===== src/sv/mat4_vec4_transform_macros.svh =====
// ----------------------------------------------------------------------------
// mat4_vec4_transform assertion macros
// Concurrent assertion wrappers clocked on aclk. They compile to nothing
// when SYNTHESIS is defined.
// ----------------------------------------------------------------------------
`ifndef MAT4_VEC4_TRANSFORM_MACROS_SVH
`define MAT4_VEC4_TRANSFORM_MACROS_SVH
`ifndef SYNTHESIS
// Checked outside reset only.
`define MV4_ASSERT(label, prop) \
    label: assert property (@(posedge aclk) disable iff (!aresetn) prop) \
        else $error("mat4_vec4_transform: assertion failed");
// Checked at every edge, reset included.
`define MV4_ASSERT_RST(label, prop) \
    label: assert property (@(posedge aclk) prop) \
        else $error("mat4_vec4_transform: reset assertion failed");
`else
`define MV4_ASSERT(label, prop)
`define MV4_ASSERT_RST(label, prop)
`endif
`endif


===== src/sv/mv4_pkg.sv =====
// ----------------------------------------------------------------------------
// mv4_pkg
// Shared types and constants of the 4x4 matrix by 4-vector transform block.
// ----------------------------------------------------------------------------
`default_nettype none

package mv4_pkg;

    // Signed fixed-point word and its fractional bits (Q16.16).
    localparam int WORD_WIDTH  = 32;
    localparam int FRAC_BITS   = 16;
    localparam int PROD_WIDTH  = 2 * WORD_WIDTH;
    localparam int PAIR_WIDTH  = PROD_WIDTH + 1;
    localparam int SUM_WIDTH   = PROD_WIDTH + 2;
    localparam int DIM         = 4;
    localparam int COL_WIDTH   = $clog2(DIM);
    localparam int QUEUE_DEPTH = 2;

    typedef logic signed [WORD_WIDTH-1:0] word_t;
    typedef logic signed [PROD_WIDTH-1:0] prod_t;
    typedef logic signed [PAIR_WIDTH-1:0] pair_t;
    typedef logic signed [SUM_WIDTH-1:0]  sum_t;
    typedef logic [COL_WIDTH-1:0]         col_t;

    localparam word_t FIX_ONE  = word_t'(64'(1) << FRAC_BITS);
    localparam word_t WORD_MAX = {1'b0, {(WORD_WIDTH-1){1'b1}}};
    localparam word_t WORD_MIN = {1'b1, {(WORD_WIDTH-1){1'b0}}};

    typedef enum logic {
        OP_LOAD      = 1'b0,
        OP_TRANSFORM = 1'b1
    } op_t;

    // One input beat.
    typedef struct packed {
        op_t   operation;
        col_t  column_index;
        word_t comp_x;
        word_t comp_y;
        word_t comp_z;
        word_t comp_w;
    } in_item_t;

    // One result beat.
    typedef struct packed {
        word_t out_x;
        word_t out_y;
        word_t out_z;
        word_t out_w;
        logic  saturated;
    } out_item_t;

    // A classified item as it waits in the queue between front and back.
    typedef struct packed {
        logic                is_load;
        col_t                col;
        word_t [DIM-1:0]     vec;
    } q_item_t;

endpackage

`default_nettype wire


===== src/sv/mv4_queue.sv =====
// ----------------------------------------------------------------------------
// mv4_queue
// Short first-in first-out queue that decouples the front from the back.
// ----------------------------------------------------------------------------
`default_nettype none

`include "mat4_vec4_transform_macros.svh"

module mv4_queue (
    input  wire logic             aclk,
    input  wire logic             aresetn,
    input  wire logic             in_valid,
    output logic                  in_ready,
    input  wire mv4_pkg::q_item_t in_item,
    output logic                  out_valid,
    input  wire logic             out_ready,
    output mv4_pkg::q_item_t      out_item
);

    localparam int PTR_WIDTH = (mv4_pkg::QUEUE_DEPTH > 1) ? $clog2(mv4_pkg::QUEUE_DEPTH) : 1;
    localparam int CNT_WIDTH = $clog2(mv4_pkg::QUEUE_DEPTH + 1);
    localparam logic [CNT_WIDTH-1:0] DEPTH_CNT = CNT_WIDTH'(mv4_pkg::QUEUE_DEPTH);
    localparam logic [PTR_WIDTH-1:0] LAST_PTR  = PTR_WIDTH'(mv4_pkg::QUEUE_DEPTH - 1);

    mv4_pkg::q_item_t     mem_reg [mv4_pkg::QUEUE_DEPTH];
    logic [PTR_WIDTH-1:0] wr_ptr_reg;
    logic [PTR_WIDTH-1:0] rd_ptr_reg;
    logic [CNT_WIDTH-1:0] count_reg;
    logic                 push;
    logic                 pop;

    assign in_ready  = (count_reg != DEPTH_CNT);
    assign out_valid = (count_reg != '0);
    assign out_item  = mem_reg[rd_ptr_reg];
    assign push      = in_valid && in_ready;
    assign pop       = out_valid && out_ready;

    always_ff @(posedge aclk) begin
        if (!aresetn) begin
            wr_ptr_reg <= '0;
            rd_ptr_reg <= '0;
            count_reg  <= '0;
        end else begin
            if (push) begin
                wr_ptr_reg <= (wr_ptr_reg == LAST_PTR) ? '0 : wr_ptr_reg + 1'b1;
            end
            if (pop) begin
                rd_ptr_reg <= (rd_ptr_reg == LAST_PTR) ? '0 : rd_ptr_reg + 1'b1;
            end
            if (push && !pop) begin
                count_reg <= count_reg + 1'b1;
            end else if (pop && !push) begin
                count_reg <= count_reg - 1'b1;
            end
        end
        if (push) begin
            mem_reg[wr_ptr_reg] <= in_item;
        end
    end

    `MV4_ASSERT(a_count_up, (push && !pop) |=> (count_reg == $past(count_reg) + 1'b1))
    `MV4_ASSERT(a_count_down, (pop && !push) |=> (count_reg == $past(count_reg) - 1'b1))
    `MV4_ASSERT(a_empty_ptrs, (count_reg == '0) |-> (wr_ptr_reg == rd_ptr_reg))

endmodule

`default_nettype wire


===== config.mk =====
export PLATFORM = sky130hd
export DESIGN_NAME = mv4_queue
export DESIGN_NICKNAME = d
export VERILOG_FILES = /design/src/sv/mv4_pkg.sv /design/src/sv/mv4_queue.sv
export VERILOG_INCLUDE_DIRS = /design/src /design/src/sv
export SDC_FILE = /design/constraint.sdc
export NUM_CORES = 1
export LEC_CHECK = 0
export ABC_AREA = 1
export BUFFER_PORTS_ARGS = -buffer_cell sky130_fd_sc_hd__buf_2
export CORE_ASPECT_RATIO = 1.75
export CORE_UTILIZATION = 40
export CTS_BUF_LIST = sky130_fd_sc_hd__clkbuf_16
export CTS_CLUSTER_SIZE = 12
export DETAILED_ROUTE_END_ITERATION = 7
export PLACE_DENSITY = 0.73
export SETUP_SLACK_MARGIN = 0.1
export SLEW_MARGIN = 20
export SYNTH_ARGS = -nofsm -noshare
export SYNTH_HDL_FRONTEND = slang
export SYNTH_SLANG_ARGS = --single-unit

===== constraint.sdc =====
create_clock -name aclk -period 10.3 [get_ports aclk]
set_input_delay 2.06 -clock aclk [delete_from_list [all_inputs] [get_ports aclk]]
set_output_delay 2.06 -clock aclk [all_outputs]
set_load 0.02 [all_outputs]

# Word-level counts from Yosys, hierarchy flattened
# Memory sizes are Yosys's and may differ from the RTL's. A register that Yosys moved wholly into a read port is not among the register bits.
# Cells that the tools add are included.
dict set report word_totals {
  ram_bits 262
  register_bits 4
  inputBits 135
  mem_count 1
  elab_cells 25
}
dict set report classes {
  addsub 4
  eq_ne 1
  reduce_logical 8
  muxes 8
}
# memory words width read_ports rd_ports_with_merged_regs write_ports line
set mem_list {}
lappend mem_list {mem_reg 2 131 1 1 1 mv4_queue.sv:25} ;# mv4_pkg::q_item_t mem_reg [mv4_pkg::QUEUE_DEPTH];
# cell n
set ops {}
lappend ops {{two-way mux 1 bit} 6}
lappend ops {{logical AND 1 bit} 4}
lappend ops {{two-way mux 2 bit} 2}
lappend ops {{nonzero test 2 bit} 2}
lappend ops {{adder 1 bit (second input constant)} 2}
lappend ops {{adder 2 x 1 -> 2 bit (second input constant)} 1}
lappend ops {{logical NOT 1 bit} 2}
lappend ops {{inequality test 2 bit (second input constant)} 1}
lappend ops {{subtractor 2 x 1 -> 2 bit (second input constant)} 1}

# Depth between registers and ports, before layout
# Gate-level depths: netlist (run 1).
dict set report logic_depth {
  depth_word 6
  depth_mapped 11
}

# Worst setup path after synthesis (run 1)
# No wires, ideal clock.
dict set report synth_path {
  path_type {in2reg}
  start {in in_valid}
  end {mem mem_reg[0][0] (netlist name), enable pin}
  stages 2
  t_arrival_ps 7600
  setup_slack_ps 2077
  path_buffers 0
  cell_sequence {nand2_1 > nor2_1}
}
dict set report synth_between {
  elab_chain_cells 3
}
# element line
set synth_lines {}
lappend synth_lines {{start: declaration} mv4_queue.sv:12} ;# input wire logic in_valid,
lappend synth_lines {{logical AND 1 bit} mv4_queue.sv:35} ;# assign push = in_valid && in_ready;
lappend synth_lines {{two-way mux 1 bit} mv4_queue.sv:56} ;# if (push) begin
lappend synth_lines {{two-way mux 1 bit (implied by the code)} mv4_queue.sv:57} ;# mem_reg[wr_ptr_reg] <= in_item;
lappend synth_lines {{end: declaration} mv4_queue.sv:25}
# No other way between the ends.

==> results.tsv, run 1 <==
metric	value	unit
power_leakage	4.86	nW
cp_max_fo	59	
synth_cells	445	
postSynthAreaPerCell	22.6	µm²
synth_top_area_share	78.1	%
fin_crit_sh	53.9	%
fp.dieW	122	µm
path_common_cell	buf_4	
highest-signal-layer	met5	
place_area	0.0117	mm²
die_area	0.0258	mm²
drt-met1-wl	6.56	mm
met3_length	1.10	mm
synth_nets	581	
yosysTopAreaCell	edfxtp_1	
drt-total-wl	19.5	mm
ff_latch_area	0.00797	mm²
wl_per_cell	18.3	µm
synth_edf_count	262	
utilization	50.6	%
crit_path_start_kind	flip-flop	
critical_path_arrival	3.49	ns
async_flop_share	0	%
clkTransAtPathRegs	0.06	ns
path_buf_inv	3	
wl_met2	11.0	mm
antenna_found_initial	8	
cts_setup_buffers	0	
die_h	212	µm
critPathSlowestCell	buf_4	
synth_seq_area_share	79.1	%
power	3.07	mW
worst_slew_pin_slew	0.991	ns
grt_pass1_vias	5253	
clock.fmax	180	MHz
regToRegStartpoint	count_reg[0]	
dp.cells	1015	
fill_cells	2058	
cts_hold_buf	0	
clock-sinks	267	
rsz0062_at_grt	no	
setup_violations	0	
critical_path_class	flip-flop to output port	
fin_worst_hold_slack	0.537	ns
drive_gt1_share	58.3	%
worst_setup_path_end_kind	output port	
critPathTopFamily	buffers and inverters	
netlist-cell-type-count	16	
layout_setup_ws	4.75	ns
whs_path_depth	2	
clkLatencyLatePin	0.52	ns
grt_first_pass_wirelength	28.1	mm
cts_inserted_buffers	26	
fin_tns_setup	0	ns
post_cts_resized	0	
multiInputGateArea	0.00194	mm²
overflow	0	
start_util	40.9	%
pin_count	268	
mappedNetlistArea	0.0101	mm²
vdd_drop_max	0.207	mV
worst_r2r_endpoint	mem_reg[0][54]	
vias	5035	
via_per_inst	4.74	
cap_violations	0	
rrSetupSlack	8.27	ns
tritoncts	built	
pre_cts_slack	5.27	ns
ys_ff_latch	267	
final_area	0.0125	mm²
dp.final_hpwl	13.2	mm
htreeDepth	1	
numPortBuffers	267	
first_pass_iters	4	
worst_path_largest_cell_delay	0.89	ns
synth_area_leaders	edfxtp_1, mux2_4, mux2_2, buf_6, dfxtp_1	
finalHoldViolations	0	
min_period	5.55	ns
core.rowCount	76	
p_per_area	247	mW/mm²
gp_congestion	0.713	
synthTopCellsByCount	edfxtp_1, mux2_4, mux2_2	
skew	0.00634	ns
syn2layout_area_growth	23.7	%
ys_warn_count	0	
grt_max_degree	74	
synth.most_common_cell	edfxtp_1	
largest_reg_flops	262	
crit_chain	buf_4 -> buf_4 -> mux2_2 -> buf_2	
grtUsageTotal	14.6	%
cts_buffer_depth	3	
hp-class	flip-flop to flip-flop	
synth_flop_cell	edfxtp_1	
hold_path_startpoint	rd_ptr_reg	
final_antenna_net_count	0	
cts_root_buffer	clkbuf_16	
fp.coreArea	0.0246	mm²
status	finished clean	
slew_violations	0	
nets	867	
reg2reg_depth	5	
maxSlewHeadroom	33.9	%
worstPathRequired	8.24	ns
finalNonFillerCells	1062	
remaining_drc_errors	0	
drtIter0Drc	239	
==> cell usage in the layout (no fill, tap or decap) <==
cell       synthesis  routed
mux2_2            41      41
ha_1               1       1
o21ai_0            2       2
nand4_1            1       1
dfxtp_4            0       1
edfxtp_1         262     262
nand3_1            1       1
nand2_1            9       9
o21a_1             1       1
buf_2              4     267
buf_4              0       6
nor2_1             8       6
clkinv_1           0       2
diode_2            0       6
clkbuf_16          0      27
dfxtp_1            5       4
nor2_4             0       2
mux2_4            90      90
a21oi_1            1       1
inv_1              8      20
==> logic make-up (layout without fill, tap and decap cells) <==
kind of cell | Yosys count | in the layout | share of synthesized area (%)
compound gates | 4 | 4 | 0.224
mux | 131 | 131 | 18.0
flops | 267 | 267 | 79.1
fa+ha+maj | 1 | 1 | 0.124
buf+inv | 23 | 322 | 1.76
simple gates | 19 | 19 | 0.746
other cells | 0 | 6 | 0
==> how the worst max path moves through the flow <==
stage | to | slack [ns] | cells past startpoint | from
4_1_cts | out_item[115] | 4.71 | 4 | flip-flop
5_1_grt | out_item[127] | 4.59 | 4 | flip-flop
6_report | out_item[12] | 4.75 | 4 | flip-flop
3_3_place_gp | out_item[10] | 5.29 | 4 | flip-flop
2_1_floorplan | mem_reg[0][0] | 2.08 | 2 | in_valid
3_5_place_dp | out_item[115] | 5.27 | 4 | flip-flop
==> layout make-up <==
cell class                      instances  area share [%]
Antenna cell                            6           0.121
Clock buffer                           27            5.42
Clock inverter                         14           0.422
Inverter                                8           0.241
Multi-Input combinational cell        155            15.6
Sequential cell                       267            64.0
Tap cell                              312            3.13
Timing Repair Buffer                  273            11.1
==> layer usage <==
layer	up-vias	global-route usage, %
met4	4	8.56
met2	204	27.4
li1	2319	-
met3	46	2.42
met5	-	0
met1	2462	14.6
==> tightest hold or removal path: stages (launching register included) <==
cell and delay (ns):
dfxtp_1 0.34, nor2_1 0.07, nor2_1 0.09
==> where the power goes <==
group,switching [mW],internal [mW]
sequential,0.0481,1.38
combinational,0.477,0.345
clock,0.363,0.464
(Power assumes the default switching activity.)
==> run 2, diff against run 1 <==
==> constraint.sdc (replaced) <==
create_clock -name aclk -period 5.4 [get_ports aclk]
set_input_delay 1.08 -clock aclk [delete_from_list [all_inputs] [get_ports aclk]]
set_output_delay 1.08 -clock aclk [all_outputs]
set_load 0.02 [all_outputs]
==> run 2 against run 1 <==
Final cell count shrank 0.19%. Register-to-register slack got worse by 5.1 ns. Global-route usage grew 0.33 points. Setup slack worse by 3.0 ns. Via count shrank 0.14%. Clock skew grew 0.011 ns. Largest cell class unchanged.
==> results.tsv, run 2 (synthesis results as in run 1) <==
metric	value	unit	change
status	finished clean		unchanged
mostFrequentLayoutCell	buf_2		unchanged
cts_buffer_depth	3		unchanged
largest_reg_flops	262		unchanged
dp.cells	1016		was 1015
clock-sinks	267		unchanged
grtUsageTotal	14.9	%	was 14.6%
clkTransAtPathRegs	0.05	ns	was 0.06 ns
drtIter0Drc	269		was 239
cts_inserted_buffers	26		unchanged
p_int	4.17	mW	was 2.19 mW
p_per_area	470	mW/mm²	was 247 mW/mm²
nets	868		was 867
antenna_found_initial	5		was 8
remaining_drc_errors	0		unchanged
skew	0.0178	ns	was 0.00634 ns
fin_crit_sh	68.3	%	
min_period	3.69	ns	
via_per_inst	4.74		about the same
syn2layout_area_growth	24.0	%	was 23.7%
crit_chain	buf_4 -> mux2_2 -> buf_2		was buf_4 -> buf_4 -> mux2_2 -> buf_2
vias	5028		was 5035
critical_path_class	flip-flop to output port		unchanged
worstPathRequired	4.32	ns	was 8.24 ns
first_pass_iters	4		unchanged
die_area	0.0258	mm²	unchanged
dp.final_hpwl	13.5	mm	was 13.2 mm
p_seq_share	46.9	%	was 46.4%
cp_max_fo	51		was 59
fp.dieW	122	µm	unchanged
place_area	0.0117	mm²	about the same
clkLatencyLatePin	0.53	ns	was 0.52 ns
final_area	0.0125	mm²	about the same
setup_violations	0		unchanged
final_antenna_net_count	0		unchanged
overflow	0		unchanged
htreeDepth	1		unchanged
netSwitchingFraction	28.9	%	about the same
finalHoldViolations	0		unchanged
switching_power	1.70	mW	was 0.888 mW
power_leakage	4.87	nW	was 4.86 nW
drt-total-wl	19.7	mm	was 19.5 mm
pin_count	268		unchanged
vdd_drop_max	0.285	mV	was 0.207 mV
numPortBuffers	267		unchanged
grt_first_pass_wirelength	28.5	mm	was 28.1 mm
clock.fmax	271	MHz	
cts_setup_buffers	0		unchanged
layout_common_cells	buf_2, edfxtp_1, mux2_4		unchanged
finalNonFillerCells	1060		was 1062
cap_violations	0		unchanged
critical_path_arrival	2.61	ns	was 3.49 ns
p_comb_share	26.2	%	was 26.7%
hp-class	flip-flop to flip-flop		unchanged
grt_max_degree	73		was 74
die_h	212	µm	unchanged
slew_violations	0		unchanged
start_util	40.9	%	unchanged
cts_root_buffer	clkbuf_16		unchanged
grt_pass1_vias	5406		was 5253
rsz0062_at_grt	no		unchanged
fp.coreArea	0.0246	mm²	unchanged
crit_path_start_kind	flip-flop		unchanged
worst_slew_pin_slew	0.831	ns	was 0.991 ns
maxSlewHeadroom	44.6	%	was 33.9%
p_clk_share	26.9	%	about the same
critPathSlowestCell	dfxtp_4		was buf_4
worst_setup_path_end_kind	output port		unchanged
fin_worst_hold_slack	0.501	ns	was 0.537 ns
core.rowCount	76		unchanged
tritoncts	built		unchanged
wl_per_cell	18.6	µm	was 18.3 µm
cts_hold_buf	0		unchanged
drive_gt1_share	58.7	%	was 58.3%
post_cts_resized	0		unchanged
gp_congestion	0.783		was 0.713
worst_path_largest_cell_delay	0.87	ns	was 0.89 ns
-- run 2: area by class of cell --
cell class              instances  area, µm²
repair buffers                274       1410
diodes                          3       7.51
clock inverters                14       55.1
inverters                       8       30.0
clock buffers                  27        676
well taps                     312        390
fillers                      2042      12100
multi-input cells             155       1940
flip-flops and latches        267       7970
-- run 2: worst max-delay path: cells and delay by family, from the launching register on --
| family | cells | cell delay, ns |
|---|---|---|
| buffers and inverters | 2 | 0.75 |
| flip-flops | 1 | 0.87 |
| multiplexers | 1 | 0.39 |
-- run 2: path summary, 6_finish.rpt --
kind	slack [ns]	endpoint	from	cells after the start
max	1.71	out_item[130]	flip-flop	3
min	0.50	rd_ptr_reg	rd_ptr_reg	2
max reg2reg	3.12	mem_reg[0][57]	count_reg[0]	5
min reg2reg	0.50	rd_ptr_reg	rd_ptr_reg	2
-- run 2: metrics by stage --
stage / power (mW) / worst slack [ns] / utilization (%) / TNS, ns
after global routing: 6.11 / 1.57 / 50.7 / 0
after floorplan: 3.94 / -1.84 / - / -482.94
after detailed placement: 4.36 / 2.24 / 47.7 / 0
final: 5.87 / 1.71 / 50.7 / 0
after CTS: 5.95 / 1.67 / 50.7 / 0
after global placement: 4.32 / 2.28 / 47.7 / 0
-- run 2: routing by layer --
| metal | global-route usage, % | wire (µm) |
|---|---|---|
| met4 | 8.00 | 677 |
| met5 | 0 | 23 |
| met2 | 29.4 | 11500 |
| met3 | 2.77 | 1070 |
| met1 | 13.8 | 6440 |
-- run 2: power groups by stage --
stage | combinational, mW | clock, mW | sequential [mW]
2_1_floorplan | 1.17 | 0 | 2.78
3_3_place_gp | 1.54 | 0 | 2.79
3_5_place_dp | 1.56 | 0 | 2.80
4_1_cts | 1.56 | 1.63 | 2.76
5_1_grt | 1.63 | 1.70 | 2.78
6_report | 1.54 | 1.58 | 2.75
